--- src/hdl/tsls_pkg.sv ---
// Shared constants, types and helper functions of the two-sensor line steering block.
`default_nettype none
package tsls_pkg;

  localparam int RING_DEPTH    = 10;
  localparam int AVERAGE_COUNT = 5;

  localparam int SAMPLE_W = 8;
  localparam int IDX_W    = $clog2(RING_DEPTH);
  localparam int CNT_W    = (AVERAGE_COUNT > 1) ? $clog2(AVERAGE_COUNT) : 1;

  // Sum of AVERAGE_COUNT samples, then divide by reciprocal multiply.
  // With SHIFT = SUM_W + clog2(N) and RECIP = ceil(2^SHIFT / N) the
  // quotient is exact for every sum below 2^SUM_W.
  localparam int SUM_W     = $clog2(AVERAGE_COUNT * 255 + 1);
  localparam int DIV_SHIFT = SUM_W + $clog2(AVERAGE_COUNT);
  localparam int DIV_RECIP = ((2 ** DIV_SHIFT) + AVERAGE_COUNT - 1) / AVERAGE_COUNT;
  localparam int RECIP_W   = DIV_SHIFT + 1;
  localparam int PROD_W    = SUM_W + RECIP_W;

  // Bucket = avg / 40, exact for 8-bit values as (avg * 205) >> 13.
  localparam int BUCKET_RECIP = 205;
  localparam int BUCKET_SHIFT = 13;
  localparam int BUCKET_PW    = 16;
  localparam int BUCKET_W     = 3;

  localparam int CFG_IDX_W = 3;

  typedef enum logic {
    CMD_SAMPLE   = 1'b0,
    CMD_EVALUATE = 1'b1
  } cmd_t;

  typedef enum logic [CFG_IDX_W-1:0] {
    CFG_THRESHOLD = 3'd0,
    CFG_LEFT      = 3'd1,
    CFG_RIGHT     = 3'd2,
    CFG_STRAIGHT  = 3'd3,
    CFG_IDLE      = 3'd4
  } cfg_idx_t;

  typedef enum logic [1:0] {
    ST_IDLE,
    ST_WALK,
    ST_DIVIDE,
    ST_EMIT
  } state_t;

  typedef struct packed {
    logic write;
    logic load;
    logic accum;
    logic divide;
  } lane_ctrl_t;

  typedef struct packed {
    logic [SAMPLE_W-1:0] threshold;
    logic [SAMPLE_W-1:0] left_pattern;
    logic [SAMPLE_W-1:0] right_pattern;
    logic [SAMPLE_W-1:0] straight_pattern;
    logic [SAMPLE_W-1:0] idle_pattern;
  } cfg_t;

  function automatic logic [IDX_W-1:0] idx_next(input logic [IDX_W-1:0] idx);
    logic [IDX_W-1:0] nxt;
    if (idx == IDX_W'(RING_DEPTH - 1)) begin
      nxt = '0;
    end else begin
      nxt = idx + IDX_W'(1);
    end
    return nxt;
  endfunction

  function automatic logic [BUCKET_W-1:0] bucket(input logic [SAMPLE_W-1:0] avg);
    logic [BUCKET_PW-1:0] prod;
    prod = BUCKET_PW'(avg) * BUCKET_PW'(BUCKET_RECIP);
    return prod[BUCKET_SHIFT +: BUCKET_W];
  endfunction

endpackage
`default_nettype wire

--- src/hdl/two_sensor_line_steering.sv ---
// Top level of the two-sensor line steering block: control sequencer, config and lanes.
`default_nettype none
// A sample transaction (cmd 0) stores one reading per sensor into a 10-deep ring
// and advances the write index in the cycle it is accepted; it gives no result.
// An evaluate transaction (cmd 1) gives exactly one result. When the switch
// value is zero or the block is already running, two lanes (one per sensor)
// walk five ring entries from the write index, one entry per cycle, then
// divide their sums by five with a reciprocal multiply; the merge stage picks
// the drive pattern from the two averages and sets the running flag.
// Otherwise the result carries the idle pattern and zero averages.
// Sequence: a sample leaves the sequencer idle; an evaluation passes the walk
// and divide states (skipped when disabled) and the emit state, where the
// result may wait for a free output register. Input is taken only while the
// sequencer is idle; the output register lets a finished result wait for
// out_ready while the next transaction is accepted. Configuration is written
// through cfg_wr_en/cfg_index/cfg_wdata; write only while the block is idle.
// The rings, write index, last turn and running flag clear on reset.
module two_sensor_line_steering (
  input  wire logic                              clk,
  input  wire logic                              rst_n,
  input  wire logic                              in_valid,
  output logic                                   in_ready,
  input  wire logic                              in_cmd,
  input  wire logic [tsls_pkg::SAMPLE_W-1:0]     in_sensor_one_sample,
  input  wire logic [tsls_pkg::SAMPLE_W-1:0]     in_sensor_two_sample,
  input  wire logic [tsls_pkg::SAMPLE_W-1:0]     in_switch_value,
  output logic                                   out_valid,
  input  wire logic                              out_ready,
  output logic      [tsls_pkg::SAMPLE_W-1:0]     out_drive_pattern,
  output logic      [tsls_pkg::SAMPLE_W-1:0]     out_average_one,
  output logic      [tsls_pkg::SAMPLE_W-1:0]     out_average_two,
  input  wire logic                              cfg_wr_en,
  input  wire logic [tsls_pkg::CFG_IDX_W-1:0]    cfg_index,
  input  wire logic [tsls_pkg::SAMPLE_W-1:0]     cfg_wdata
);

  tsls_pkg::state_t            state_r;
  tsls_pkg::state_t            state_nxt;
  tsls_pkg::cfg_t              cfg_r;
  tsls_pkg::lane_ctrl_t        lane_ctrl;
  logic [tsls_pkg::IDX_W-1:0]  wr_idx_r;
  logic [tsls_pkg::CNT_W-1:0]  cnt_r;
  logic                        enable_r;
  logic                        accept;
  logic                        is_eval;
  logic                        eval_on;
  logic                        emit;
  logic                        running;
  logic                        walk_last;
  logic [tsls_pkg::SAMPLE_W-1:0] avg_one;
  logic [tsls_pkg::SAMPLE_W-1:0] avg_two;

  assign in_ready  = (state_r == tsls_pkg::ST_IDLE);
  assign accept    = in_valid && in_ready;
  assign is_eval   = (in_cmd == tsls_pkg::CMD_EVALUATE);
  // Evaluate when the switch reads zero or an earlier enabled evaluation already ran.
  assign eval_on   = (in_switch_value == '0) || running;
  assign walk_last = (cnt_r == tsls_pkg::CNT_W'(tsls_pkg::AVERAGE_COUNT - 1));

  // Configuration registers: plain indexed write, no read-back.
  always_ff @(posedge clk) begin
    if (!rst_n) begin
      cfg_r.threshold        <= 8'd200;
      cfg_r.left_pattern     <= 8'h0D;
      cfg_r.right_pattern    <= 8'h07;
      cfg_r.straight_pattern <= 8'h05;
      cfg_r.idle_pattern     <= 8'hFF;
    end else if (cfg_wr_en) begin
      unique case (cfg_index)
        tsls_pkg::CFG_THRESHOLD: cfg_r.threshold        <= cfg_wdata;
        tsls_pkg::CFG_LEFT:      cfg_r.left_pattern     <= cfg_wdata;
        tsls_pkg::CFG_RIGHT:     cfg_r.right_pattern    <= cfg_wdata;
        tsls_pkg::CFG_STRAIGHT:  cfg_r.straight_pattern <= cfg_wdata;
        tsls_pkg::CFG_IDLE:      cfg_r.idle_pattern     <= cfg_wdata;
        default: ;
      endcase
    end
  end

  // Sequencer: idle -> walk (AVERAGE_COUNT entries) -> divide -> emit, or idle -> emit when disabled.
  always_comb begin
    state_nxt        = state_r;
    lane_ctrl.write  = 1'b0;
    lane_ctrl.load   = 1'b0;
    lane_ctrl.accum  = 1'b0;
    lane_ctrl.divide = 1'b0;
    emit             = 1'b0;
    unique case (state_r)
      tsls_pkg::ST_IDLE: begin
        if (accept) begin
          if (!is_eval) begin
            lane_ctrl.write = 1'b1;
          end else if (eval_on) begin
            lane_ctrl.load = 1'b1;
            state_nxt      = tsls_pkg::ST_WALK;
          end else begin
            // Skip the walk: the result is the idle pattern.
            state_nxt = tsls_pkg::ST_EMIT;
          end
        end
      end
      tsls_pkg::ST_WALK: begin
        lane_ctrl.accum = 1'b1;
        if (walk_last) begin
          state_nxt = tsls_pkg::ST_DIVIDE;
        end
      end
      tsls_pkg::ST_DIVIDE: begin
        lane_ctrl.divide = 1'b1;
        state_nxt        = tsls_pkg::ST_EMIT;
      end
      tsls_pkg::ST_EMIT: begin
        // Hold until the output register is free.
        if (!out_valid || out_ready) begin
          emit      = 1'b1;
          state_nxt = tsls_pkg::ST_IDLE;
        end
      end
      default: state_nxt = tsls_pkg::ST_IDLE;
    endcase
  end

  always_ff @(posedge clk) begin
    if (!rst_n) begin
      state_r  <= tsls_pkg::ST_IDLE;
      wr_idx_r <= '0;
      cnt_r    <= '0;
      enable_r <= 1'b0;
    end else begin
      state_r <= state_nxt;
      if (lane_ctrl.write) begin
        wr_idx_r <= tsls_pkg::idx_next(wr_idx_r);
      end
      if (accept && is_eval) begin
        enable_r <= eval_on;
      end
      if (lane_ctrl.load) begin
        cnt_r <= '0;
      end else if (lane_ctrl.accum) begin
        cnt_r <= cnt_r + tsls_pkg::CNT_W'(1);
      end
    end
  end

  tsls_lane u_lane_one (
    .clk    (clk),
    .rst_n  (rst_n),
    .ctrl   (lane_ctrl),
    .wr_idx (wr_idx_r),
    .sample (in_sensor_one_sample),
    .avg    (avg_one)
  );

  tsls_lane u_lane_two (
    .clk    (clk),
    .rst_n  (rst_n),
    .ctrl   (lane_ctrl),
    .wr_idx (wr_idx_r),
    .sample (in_sensor_two_sample),
    .avg    (avg_two)
  );

  tsls_merge u_merge (
    .clk               (clk),
    .rst_n             (rst_n),
    .cfg               (cfg_r),
    .emit              (emit),
    .enable            (enable_r),
    .avg_one           (avg_one),
    .avg_two           (avg_two),
    .out_ready         (out_ready),
    .out_valid         (out_valid),
    .out_drive_pattern (out_drive_pattern),
    .out_average_one   (out_average_one),
    .out_average_two   (out_average_two),
    .running           (running)
  );

`ifndef ASSERT_OFF
  a_wr_idx_range: assert property (@(posedge clk) disable iff (!rst_n)
    wr_idx_r <= tsls_pkg::IDX_W'(tsls_pkg::RING_DEPTH - 1))
    else $error("write index beyond ring depth");

  a_sample_no_result: assert property (@(posedge clk) disable iff (!rst_n)
    (accept && !is_eval) |=> !$rose(out_valid))
    else $error("sample transaction produced a result");

  a_emit_fills_out: assert property (@(posedge clk) disable iff (!rst_n)
    (state_r == tsls_pkg::ST_EMIT && !out_valid) |=> out_valid)
    else $error("free output register not loaded from emit");

  a_running_sticky: assert property (@(posedge clk) disable iff (!rst_n)
    $past(rst_n) |-> !$fell(running))
    else $error("running flag cleared outside reset");
`endif

endmodule
`default_nettype wire

--- src/hdl/tsls_lane.sv ---
// One sensor lane: sample ring, five-entry sum walk and divide by the count.
`default_nettype none
module tsls_lane (
  input  wire logic                                clk,
  input  wire logic                                rst_n,
  input  wire tsls_pkg::lane_ctrl_t                ctrl,
  input  wire logic [tsls_pkg::IDX_W-1:0]          wr_idx,
  input  wire logic [tsls_pkg::SAMPLE_W-1:0]       sample,
  output logic      [tsls_pkg::SAMPLE_W-1:0]       avg
);

  logic [tsls_pkg::SAMPLE_W-1:0] ring_r [tsls_pkg::RING_DEPTH];
  logic [tsls_pkg::IDX_W-1:0]    pos_r;
  logic [tsls_pkg::SUM_W-1:0]    sum_r;
  logic [tsls_pkg::SAMPLE_W-1:0] avg_r;
  logic [tsls_pkg::PROD_W-1:0]   prod;

  always_ff @(posedge clk) begin
    if (!rst_n) begin
      for (int i = 0; i < tsls_pkg::RING_DEPTH; i++) begin
        ring_r[i] <= '0;
      end
    end else if (ctrl.write) begin
      ring_r[wr_idx] <= sample;
    end
  end

  // Walk from the write index, one entry per cycle.
  always_ff @(posedge clk) begin
    if (ctrl.load) begin
      pos_r <= wr_idx;
      sum_r <= '0;
    end else if (ctrl.accum) begin
      pos_r <= tsls_pkg::idx_next(pos_r);
      sum_r <= sum_r + tsls_pkg::SUM_W'(ring_r[pos_r]);
    end
  end

  assign prod = tsls_pkg::PROD_W'(sum_r) * tsls_pkg::PROD_W'(tsls_pkg::DIV_RECIP);

  always_ff @(posedge clk) begin
    if (ctrl.divide) begin
      avg_r <= prod[tsls_pkg::DIV_SHIFT +: tsls_pkg::SAMPLE_W];
    end
  end

  assign avg = avg_r;

endmodule
`default_nettype wire

--- src/hdl/tsls_merge.sv ---
// Merge stage: combines both lane averages into a drive pattern and holds the result.
`default_nettype none
module tsls_merge (
  input  wire logic                          clk,
  input  wire logic                          rst_n,
  input  wire tsls_pkg::cfg_t                cfg,
  input  wire logic                          emit,
  input  wire logic                          enable,
  input  wire logic [tsls_pkg::SAMPLE_W-1:0] avg_one,
  input  wire logic [tsls_pkg::SAMPLE_W-1:0] avg_two,
  input  wire logic                          out_ready,
  output logic                               out_valid,
  output logic      [tsls_pkg::SAMPLE_W-1:0] out_drive_pattern,
  output logic      [tsls_pkg::SAMPLE_W-1:0] out_average_one,
  output logic      [tsls_pkg::SAMPLE_W-1:0] out_average_two,
  output logic                               running
);

  logic                          valid_r;
  logic                          running_r;
  logic [tsls_pkg::SAMPLE_W-1:0] last_turn_r;
  logic [tsls_pkg::SAMPLE_W-1:0] last_turn_nxt;
  logic [tsls_pkg::SAMPLE_W-1:0] pattern_r;
  logic [tsls_pkg::SAMPLE_W-1:0] pattern_nxt;
  logic [tsls_pkg::SAMPLE_W-1:0] avg_one_r;
  logic [tsls_pkg::SAMPLE_W-1:0] avg_two_r;
  logic [tsls_pkg::BUCKET_W-1:0] bucket_one;
  logic [tsls_pkg::BUCKET_W-1:0] bucket_two;

  assign bucket_one = tsls_pkg::bucket(avg_one);
  assign bucket_two = tsls_pkg::bucket(avg_two);

  always_comb begin
    last_turn_nxt = last_turn_r;
    if (!enable) begin
      pattern_nxt = cfg.idle_pattern;
    end else if (avg_one > cfg.threshold && avg_two > cfg.threshold) begin
      pattern_nxt = last_turn_r;
    end else if (bucket_one > bucket_two) begin
      pattern_nxt   = cfg.left_pattern;
      last_turn_nxt = cfg.left_pattern;
    end else if (bucket_one < bucket_two) begin
      pattern_nxt   = cfg.right_pattern;
      last_turn_nxt = cfg.right_pattern;
    end else begin
      pattern_nxt = cfg.straight_pattern;
    end
  end

  always_ff @(posedge clk) begin
    if (!rst_n) begin
      valid_r     <= 1'b0;
      running_r   <= 1'b0;
      last_turn_r <= '0;
    end else if (emit) begin
      valid_r <= 1'b1;
      if (enable) begin
        running_r   <= 1'b1;
        last_turn_r <= last_turn_nxt;
      end
    end else if (out_ready) begin
      valid_r <= 1'b0;
    end
  end

  always_ff @(posedge clk) begin
    if (emit) begin
      pattern_r <= pattern_nxt;
      avg_one_r <= enable ? avg_one : '0;
      avg_two_r <= enable ? avg_two : '0;
    end
  end

  assign out_valid         = valid_r;
  assign out_drive_pattern = pattern_r;
  assign out_average_one   = avg_one_r;
  assign out_average_two   = avg_two_r;
  assign running           = running_r;

endmodule
`default_nettype wire
--- config.mk ---
export PLATFORM = sky130hd
export DESIGN_NAME = two_sensor_line_steering
export DESIGN_NICKNAME = d
export VERILOG_FILES = /design/src/hdl/tsls_pkg.sv /design/src/hdl/two_sensor_line_steering.sv /design/src/hdl/tsls_lane.sv /design/src/hdl/tsls_merge.sv
export SDC_FILE = /design/constraint.sdc
export NUM_CORES = 1
export LEC_CHECK = 0
export BUFFER_PORTS_ARGS = -buffer_cell sky130_fd_sc_hd__buf_2
export CORE_AREA = 5 5 236 238
export CTS_BUF_LIST = sky130_fd_sc_hd__clkbuf_8
export DETAILED_ROUTE_END_ITERATION = 8
export DIE_AREA = 0 0 241 243
export GPL_ROUTABILITY_DRIVEN = 1
export SLEW_MARGIN = 5
export SYNTH_ARGS = -nofsm -noshare
export SYNTH_HDL_FRONTEND = slang
export SYNTH_SLANG_ARGS = --single-unit
--- constraint.sdc ---
create_clock -name clk -period 6.4 [get_ports clk]
set_input_delay 0.32 -clock clk [delete_from_list [all_inputs] [get_ports clk]]
set_output_delay 0.32 -clock clk [all_outputs]
set_load 0.005 [all_outputs]
# ---- Word-level counts from Yosys, hierarchy flattened
# Memories as Yosys holds them, arrays and structs flattened. A register that Yosys moved wholly into a read port is not among the register bits.
# Cells that the tools add are included.
dict set report totals {
  regBits 130
  ram_bits 160
  inputBits 41
  mem_count 2
}
# name words width rd rd_clocked_by_memory_dff write_ports line
set mem_list {}
lappend mem_list {u_lane_one.ring_r 10 8 1 1 10 tsls_lane.sv:12} ;# logic [tsls_pkg::SAMPLE_W-1:0] ring_r [tsls_pkg::RING_DEPTH];
lappend mem_list {u_lane_two.ring_r 10 8 1 1 10 tsls_lane.sv:12}
dict set report op_classes {
  mul 4
  bitwise_logic 2
  muxes 42
  order_cmp 4
  add_sub_neg 6
  n_eq_ne 15
  n_reduce_logical 23
}
# op n
set ops {}
lappend ops {{2-to-1 mux 8 bit} 8}
lappend ops {{multiplier 11 x 12 -> 22 bit, second input constant} 2}
lappend ops {{2-to-1 mux 4 bit} 11}
lappend ops {{multiplier 8 x 8 -> 16 bit, second input constant} 2}
lappend ops {{adder 11 x 8 -> 11 bit} 2}
lappend ops {{> comparator 8 bit} 2}
lappend ops {{OR reduction 8 bit} 2}
lappend ops {{2-to-1 mux 1 bit} 15}
lappend ops {{2-to-1 mux 2 bit} 7}
lappend ops {{adder 4 x 1 -> 4 bit, second input constant} 3}
lappend ops {{equality test 4 bit, second input constant} 3}
lappend ops {{AND reduction 2 bit} 6}
lappend ops {{logical NOT 8 bit} 1}
lappend ops {{one-hot mux 2 bit (4 select lines)} 1}
lappend ops {{AND reduction 4 bit} 2}
lappend ops {{equality test 3 x 2 -> 1 bit, second input constant} 2}
lappend ops {{equality test 3 bit, second input constant} 2}
lappend ops {{nonzero test 2 bit} 3}
lappend ops {{equality test 2 bit, second input constant} 2}
lappend ops {{!= test 2 x 1 -> 1 bit, second input constant} 2}
lappend ops {{!= test 2 bit, second input constant} 2}
lappend ops {{adder 3 x 1 -> 3 bit, second input constant} 1}
lappend ops {{equality test 3 x 1 -> 1 bit, second input constant} 1}
lappend ops {{> comparator 3 bit} 1}
lappend ops {{other kinds (9)} 13}

# ---- Longest topological paths before layout
# Gate-level depths: netlist of the first run.
dict set report depth {
  ltp_word 11
  ltp_mapped 22
  ltp_nobuf 21
}

# ---- Modules after synthesis
# Synthesis of the first run repeated with hierarchy kept, for this count alone.
dict set report unflattened {
  cells_unflattened 1969
  area_unflattened_um2 23797.8
}
# module area_per_inst_um2 instances cells_per_inst seq_area_each_um2
set modules_own_cells {}
lappend modules_own_cells {{tsls_lane at u_lane_one} 8842.2 1 677 4504.3}
lappend modules_own_cells {{tsls_lane at u_lane_two} 8679.6 1 660 4504.3}
lappend modules_own_cells {tsls_merge 4192.8 1 407 920.9}
lappend modules_own_cells {two_sensor_line_steering 2083.2 1 225 1001.0}

# ---- Worst setup path before layout of the first run
# Ideal clock, no wire load.
dict set report synth_timing {
  path_kind {flip-flop to flip-flop}
  startpoint {reg u_lane_two.avg_r, in the netlist u_lane_two.avg[5]}
  endpoint {reg u_merge.pattern_r, in the netlist u_merge.out_drive_pattern[5] (data pin)}
  required_time_ns 6.248
  path_stages_with_launch 21
  path_slack_ns 1.182
  path_buffers 1
  arrival_time_ns 5.066
  setup_time_ns 0.152
  path_cell_list {edfxtp_1 -> ha_1 -> fa_1 -> fa_1 -> inv_1 -> fa_1 -> inv_1 -> ha_1 -> a211o_1 -> a21oi_1 -> o21ai_0 -> a21oi_1 -> xor2_1 -> ha_1 -> nor2b_1 -> o21a_1 -> nor2_1 -> buf_2 -> nor2_1 -> a221o_1 -> a31oi_1}
}
dict set report synth_between {
  elab_chain_len 6
  word_cells_on_any_way 9
}
# element line
set synth_rtl {}
lappend synth_rtl {{start, declared} tsls_lane.sv:15} ;# logic [tsls_pkg::SAMPLE_W-1:0] avg_r;
lappend synth_rtl {{start signal, assigned} tsls_lane.sv:43} ;# avg_r <= prod[tsls_pkg::DIV_SHIFT +: tsls_pkg::SAMPLE_W];
lappend synth_rtl {{multiplier 8 x 8 -> 16 bit} tsls_pkg.sv:76} ;# prod = BUCKET_PW'(avg) * BUCKET_PW'(BUCKET_RECIP);
lappend synth_rtl {{< comparator 3 bit} tsls_merge.sv:42} ;# end else if (bucket_one < bucket_two) begin
lappend synth_rtl {{2-to-1 mux 8 bit} tsls_merge.sv:42}
lappend synth_rtl {{2-to-1 mux 8 bit} tsls_merge.sv:39} ;# end else if (bucket_one > bucket_two) begin
lappend synth_rtl {{2-to-1 mux 8 bit (*)} tsls_merge.sv:37} ;# end else if (avg_one > cfg.threshold && avg_two > cfg.threshold) begin
lappend synth_rtl {{2-to-1 mux 8 bit (*)} tsls_merge.sv:35} ;# if (!enable) begin
lappend synth_rtl {{named net u_merge.pattern_nxt, one bit} tsls_merge.sv:24} ;# logic [tsls_pkg::SAMPLE_W-1:0] pattern_nxt;
lappend synth_rtl {{end signal, assigned} tsls_merge.sv:68} ;# pattern_r <= pattern_nxt;
lappend synth_rtl {{end, declared} tsls_merge.sv:23} ;# logic [tsls_pkg::SAMPLE_W-1:0] pattern_r;
# Mark *: on every way through the listed nets, which the timed path passes. The rest lies on a longest branch.
# A chain may end at the register's enable or synchronous reset.

# ---- Final worst setup path of the first run
dict set report layout_timing {
  startpoint {reg u_lane_one.avg_r, in the netlist u_lane_one.avg[5]}
  endpoint {reg u_merge.last_turn_r[6] (netlist bit)}
}
dict set report layout_between {
  elab_chain_len 4
  word_cells_on_any_way 9
}
# element line
set layout_rtl {}
lappend layout_rtl {{start, declared} tsls_lane.sv:15}
lappend layout_rtl {{start signal, assigned} tsls_lane.sv:43}
lappend layout_rtl {{multiplier 8 x 8 -> 16 bit or > comparator 8 bit (tied branches)} {tsls_pkg.sv:76, tsls_merge.sv:37}}
lappend layout_rtl {{< comparator 3 bit (tied with other cells)} tsls_merge.sv:42}
lappend layout_rtl {{nonzero test 2 bit (no source line) or inverter 1 bit (tied branches)} --}
lappend layout_rtl {{AND reduction 4 bit (no source line)} --}
lappend layout_rtl {{end signal, assigned} tsls_merge.sv:59} ;# last_turn_r <= last_turn_nxt;
lappend layout_rtl {{end, declared} tsls_merge.sv:21} ;# logic [tsls_pkg::SAMPLE_W-1:0] last_turn_r;
# Parallel ways exist; a longest one is shown, timed or not.

==> results of run 1 <==
## logic make-up (layout without fill, tap and decap cells)
| logic type | count (synthesis) | count (layout) |
|---|---|---|
| other | 0 | 2 |
| and+or+nand+nor | 542 | 542 |
| xor gates and xnor gates | 43 | 43 |
| AOI/OAI and AO/OA | 223 | 223 |
| muxes | 120 | 120 |
| buffers and inverters | 297 | 462 |
| DFF | 394 | 394 |
| adders and majority gates | 339 | 339 |
## worst max-delay path: stages, from the launching register on
cell	delay, ns
edfxtp_1	0.49
ha_1	0.35
ha_1	0.29
inv_1	0.05
fa_1	0.50
fa_1	0.55
inv_1	0.04
ha_1	0.29
and3_1	0.15
a221oi_1	0.31
o221ai_1	0.33
o21a_1	0.28
or2_2	0.31
ha_1	0.29
nand3_1	0.39
o21a_1	0.41
mux2_2	0.38
nand2_1	0.07
mux2i_1	0.08
## cells in the mapped netlist, types with 29 or more instances
master      n
edfxtp_1  304
ha_1      255
inv_1     224
nand2_1   164
nor2_1    153
dfxtp_1    90
fa_1       84
and2_1     83
mux4_2     80
a21oi_1    49
clkbuf_1   40
o21ai_0    40
nand3_1    36
xnor2_1    29
## metrics by stage
step           std cells  instance area [µm²]  setup WS, ns
6_report            2821                26290        0.7292
5_1_grt             2821                26290        0.3994
4_1_cts             2819                26280        0.6993
3_5_place_dp        2671                24710        0.6944
3_3_place_gp        2671                24710        0.8119
2_1_floorplan       1958                23680         1.182
## worst max-delay path by stage
stage / to / depth (start not counted)
global route: u_merge.last_turn_r[4] / 18
floorplan: u_merge.out_drive_pattern[5] / 20
detailed placement: u_merge.last_turn_r[4] / 18
finish: u_merge.last_turn_r[6] / 18
global placement: u_merge.last_turn_r[4] / 18
CTS: u_merge.last_turn_r[4] / 18
## layout by cell type, fill, tap and decap left out, drive strengths merged, types with 9 or more instances in the layout
cell type and count:
nand4 9, dfxtp 90, ha 255, inv 246
nor2 157, nor2b 16, mux4 80, o21a 12
buf 89, o21ai 41, mux2 16, a21o 21
xor2 14, clkinv 23, and2 83, fa 84
clkbuf 78, or2 11, mux2i 24, nor3 26
edfxtp 304, a31oi 16, dlygate4sd3 22, nand3 36
nand2b 11, xnor2 29, a21boi 27, o211ai 12
nand2 165, a21oi 50
## sequential cells by signal, indices dropped and copies added (netlist names), named ones only
| name | flops |
|---|---|
| u_lane_one.pos_r | 4 |
| u_merge.last_turn_r | 8 |
| u_merge.out_average_two | 8 |
| u_lane_one.sum_r | 11 |
| u_merge.out_valid | 1 |
| u_lane_one.ring_r | 128 |
| u_lane_two.avg | 8 |
| cnt_r | 3 |
| wr_idx_r | 4 |
| u_merge.out_average_one | 8 |
| enable_r | 1 |
| u_lane_two.ring_r | 128 |
| u_merge.running | 1 |
| state_r | 2 |
| u_lane_two.pos_r | 4 |
| cfg_r | 40 |
| u_lane_two.sum_r | 11 |
| u_lane_one.avg | 8 |
| u_merge.out_drive_pattern | 8 |
## layout make-up
type,count,area (µm²)
fillers,4780,27100
flip-flops and latches,394,10930
clock inverters,48,279.0
repair buffers,111,723.2
multi-input cells,1267,11560
diodes,2,5.005
clock buffers,78,1074
inverters,225,844.6
well taps,696,870.8
## layer usage
| metal | up-vias | GRT usage, % | wire, µm |
|---|---|---|---|
| li1 | 7169 | - | - |
| met1 | 7359 | 25.02 | 23270 |
| met2 | 312 | 30.85 | 26120 |
| met3 | 71 | 2.747 | 2349 |
| met4 | 0 | 5.012 | 1146 |
| met5 | - | 0 | 0 |
==> results.md, run 1 <==
## Yosys
* **post-synthesis sequential area ratio** 46.16%
* **synthesized-area fraction occupied by and/or/nand/nor cells** 10.89%
* **Post-Synthesis Cell Area** 0.02368 mm²
* **gate count of the mapped netlist** 1,958
* **async set-or-reset flop fraction in the synthesized netlist** 0%
* **register bit total from synthesis** 394
* **dominant combinational cell family by area after synthesis** adder cells
* **share of cell area taken by muxes after synthesis** 9.385%
* **most used flip-flop cell after synthesis** edfxtp_1
* **net count of the mapped netlist** 2,338
* **area share of the largest cell type after synthesis** 38.55%
* **Syn Area/Cell** 12.09 µm²
* **Synth area leaders** edfxtp_1, ha_1, dfxtp_1, mux4_2, fa_1
* **post-synthesis share of cell area spent on xor and xnor gates** 1.591%
* **number of flops mapped to enable cells by yosys** 304
* **largest area contributor in the synthesized netlist** edfxtp_1
* **Netlist cell types** 70
* **adder-cell area share of the yosys netlist** 20.58%
* **Syn. warnings** 0
* **synthesized-area fraction occupied by ao, oa, aoi and oai cells** 6.352%

## Layout
* **proportion of layout cells with a drive suffix above 1** 14.41%
* **nets@finish** 2,449
* **core occupancy in the finished layout** 49.24%
* **area growth from synthesis to layout** 11.03%

## Die
* **Rows** 85
* **Die Outline Area** 0.05856 mm²
* **initial standard-cell utilization of the core** 44.35%
* **vertical die dimension** 243 µm
* **number of I/O pins** 67
* **Floorplan Core Area** 0.05339 mm²
* **horizontal die dimension** 241 µm

## Route
* **final routed DRC violation total** 0
* **total iterations of the first detailed-routing run** 5
* **DR vias/cell** 5.286
* **drt initial violations** 930
* **post-detailed-route wirelength per cell** 18.75 µm
* **final WL** 52,880 µm
* **detailed-route via count** 14,911
* **Routed Antenna Nets** 0

## Clock network
* **root buffer cell** clkbuf_8
* **Bufs on Longest Clock Path** 3
* **Num Clock Sinks** 394
* **hold-fix buffer count after cts** 22
* **CTS Buf Count** 70
* **clock-pin slew of the registers on the worst-case setup and hold paths** 0.06 ns
* **clock latency on the worst-skew pair** 0.64 ns
* **TritonCTS clock tree** yes
* **H-Tree Level Count** 3
* **post-CTS setup buffers** 0
* **Resize count post-CTS** 0

## Place
* **weighted congestion at the end of routability-driven global placement** 0.8742
* **half-perimeter wire length of the detailed placement result** 38,460 µm
* **input/output buffers** 66

## Setup path
* **reg-to-reg setup timing slack** 0.73 ns
* **startpoint class of the critical path** register
* **R2R Path End** u_merge.last_turn_r[6]
* **crit path capture type** register
* **startpoint of the worst-slack reg-to-reg timing path** u_lane_one.avg[5]
* **Worst Path Class, Setup** reg -> reg
* **Worst Reg2Reg Path Length in Cells** 18
* **timing startpoint of the critical path** u_lane_one.avg[5]
* **Crit Path Max Fanout** 10
* **CP Data Required Time** 6.91 ns
* **arrival time worst endpoint** 6.18 ns

## Status
* **result of the run** finished clean

## Hold path
* **hold endpoint** u_lane_one.ring_r[0][0]
* **worst min-delay path class** in -> reg
* **worst hold path stage count** 2
* **worst hold path startpoint** in_sensor_one_sample[0]

## STA
* **setup repair after global routing missed its margin** no
* **setup-violating endpoint count in the final report** 0
* **setup total negative slack** 0 ns
* **final hold viol count** 0
* **minimum period implied by the final worst setup slack** 5.671 ns
* **maximum operating frequency** 0.1763 GHz
* **clock skew** 0.02494 ns
* **Slew Limit Fails** 0
* **worst-case headroom to the max-slew limit** 37.13%
* **pin slew with the least headroom to its limit** 0.9408 ns
* **Final Cycle Share** 88.61%
* **Post-Route Hold Slack** 0.05651 ns

## Flow run
* **max-cap violation count** 0

## Global route
* **via count of the first global-routing pass** 15,696
* **pin count of the biggest net entering global routing** 74
* **overall fraction of global-route tracks in use** 18.38%
* **Congestion Overflow GR** 0
* **number of antenna violations at the first check in global routing** 3
* **global-route wire length before repair** 85,240 µm

Power of run 1 is left out: the tool's default activity adds up to more than one toggle a clock period on the data nets, which glitch-free logic cannot reach.
==> run 2: changes to the inputs <==
GPL_TIMING_DRIVEN = 0   (was default)
clock period = 5.45 ns   (was 6.4 ns; I/O delays follow)
==> results.md, run 2 (synthesis gave the netlist of run 1 again) <==
## STA
* **maximum operating frequency** 0.1895 GHz
* **pin slew with the least headroom to its limit** 0.8740 ns
* **Setup WS post-layout** 0.1718 ns
* **setup-violating endpoint count in the final report** 0
* **Final Cycle Share** 96.85%
* **minimum period implied by the final worst setup slack** 5.278 ns
* **Slew Limit Fails** 0
* **final hold viol count** 0
* **Post-Route Hold Slack** 0.06979 ns
* **clock skew** 0.04171 ns
* **worst-case headroom to the max-slew limit** 41.59%

## Clock network
* **root buffer cell** clkbuf_8
* **TritonCTS clock tree** yes
* **clock-pin slew of the registers on the worst-case setup and hold paths** 0.06 ns
* **clock latency on the worst-skew pair** 0.66 ns
* **Bufs on Longest Clock Path** 3
* **Num Clock Sinks** 394
* **CTS Buf Count** 71
* **H-Tree Level Count** 3

## Global route
* **overall fraction of global-route tracks in use** 18.93%
* **number of antenna violations at the first check in global routing** 2
* **global-route wire length before repair** 87,190 µm
* **Congestion Overflow GR** 0
* **pin count of the biggest net entering global routing** 18
* **via count of the first global-routing pass** 15,982

## Route
* **final WL** 54,830 µm
* **total iterations of the first detailed-routing run** 5
* **final routed DRC violation total** 0
* **Routed Antenna Nets** 0
* **DR vias/cell** 5.230
* **detailed-route via count** 15,231
* **post-detailed-route wirelength per cell** 18.83 µm
* **drt initial violations** 1,052

## Setup path
* **Critical path buffers and inverters** 4
* **most frequent cell on the critical path** ha_4
* **standard cell with the maximum stage delay on the critical path** fa_1
* **Crit Path Max Fanout** 6
* **startpoint class of the critical path** register
* **CP Data Required Time** 5.92 ns
* **crit-path cells** buf_4 > ha_4 > ha_1 > inv_1 > fa_1 > fa_1 > inv_1 > ha_4 > and3_1 > a221oi_2 > o221ai_2 > o21a_1 > nor2_2 > xnor2_2 > ha_4 > nor2b_1 > o21a_1 > nor2_4 > buf_6 > nor2_1 > a221o_1 > a31oi_1
* **Crit path largest cell delay** 0.54 ns
* **crit path capture type** register
* **crit-path leading delay family** adder cells
* **Worst Path Class, Setup** reg -> reg
* **arrival time worst endpoint** 5.74 ns

## Layout
* **area growth from synthesis to layout** 14.81%
* **nets@finish** 2,537
* **proportion of layout cells with a drive suffix above 1** 17.34%
* **Multi-input gate area** 0.01184 mm²
* **Largest regs** u_lane_one.ring_r (128), u_lane_two.ring_r (128), cfg_r (40)
* **most frequent standard cell in the layout excluding fill and tap cells** edfxtp_1
* **FILL cells** 4,768
* **most frequent cells in the layout** edfxtp_1, inv_1, ha_1
* **number of standard cells in the final layout excluding fillers** 2,912
* **storage element area** 0.01093 mm²
* **area of all placed cells without fillers** 0.02718 mm²

## Hold path
* **worst min-delay path class** in -> reg

## Die
* **initial standard-cell utilization of the core** 44.35%
* **horizontal die dimension** 241 µm
* **Die Outline Area** 0.05856 mm²
* **vertical die dimension** 243 µm
* **Rows** 85
* **Floorplan Core Area** 0.05339 mm²
* **number of I/O pins** 67

## Flow run
* **max-cap violation count** 0

## Place
* **weighted congestion at the end of routability-driven global placement** 0.8389
* **total cell area at the placement stage** 0.02508 mm²
* **Inst Count DP** 2,731
* **worst slack, placed** -0.5620 ns
* **half-perimeter wire length of the detailed placement result** 41,040 µm
* **input/output buffers** 66

## Status
* **result of the run** finished clean

## run 2: cell types whose count changed in the layout (fill, tap and decap cells not counted), sizes merged
cell,previous run,this run
clkinv,23,18
inv,246,256
clkbuf,78,123
buf,89,129
bufinv,2,3
dlygate4sd3,22,24
clkinvlp,2,0
## run 2: worst reg2reg max path: cells and delay by family (launching register included)
kind	cells	cell delay (ns)
xor+xnor	1	0.18
compound gates	6	1.42
buf+inv	4	0.44
flops	1	0.42
simple gates	5	0.67
fa+ha+maj	6	1.98
## run 2: what timing repair did
| action | in CTS | in global routing |
|---|---|---|
| pin swaps | 2 | 22 |
| endpoints found under the hold margin | 100 | 0 |
| hold buffers | 24 | 0 |
| setup endpoints to repair | 16 | 16 |
| resized for setup | 12 | 30 |
| buffers inserted | 13 | 11 |
| gates cloned | 0 | 1 |
## run 2: through the flow
stage                     util (%)  setup TNS [ns]
after CTS                    50.35         -0.1324
final                        50.92               0
after global placement       46.60          -6.605
after floorplan                  -               0
after detailed placement     46.97          -7.582
after global routing         50.92        -0.02965
## run 2: routing by layer
metal  routed length [µm]  part of all wire [%]  vias to the layer above  GRT usage [%]
met5                    0                     0                        -              0
met4                 1377                   2.5                        0          5.792
met3                 2808                   5.1                       90          4.121
met2                27270                    50                      360          32.26
met1                23380                    43                     7424          24.21
li1                     -                     -                     7357              -
## run 2: worst paths after layout
path / endpoint / start / depth (start not counted) / slack (ns)
hold reg to reg: u_merge.last_turn_r[0] / u_merge.last_turn_r[0] / 2 / 0.46
hold / removal: u_merge.out_valid / out_ready / 3 / 0.07
setup / recovery: u_merge.out_drive_pattern[4] / u_lane_one.avg[5] / 22 / 0.17
setup reg to reg: u_merge.out_drive_pattern[4] / u_lane_one.avg[5] / 22 / 0.17
## run 2: final cells by class
class / count / share of cell area [%]
Antenna cell: 2 / 0.01841
Buffer: 72 / 1.321
Clock buffer: 78 / 3.949
Clock inverter: 52 / 1.229
Inverter: 225 / 3.107
Multi-Input combinational cell: 1267 / 43.56
Sequential cell: 394 / 40.21
Tap cell: 696 / 3.203
Timing Repair Buffer: 126 / 3.401
Power of run 2 is left out for the same reason.
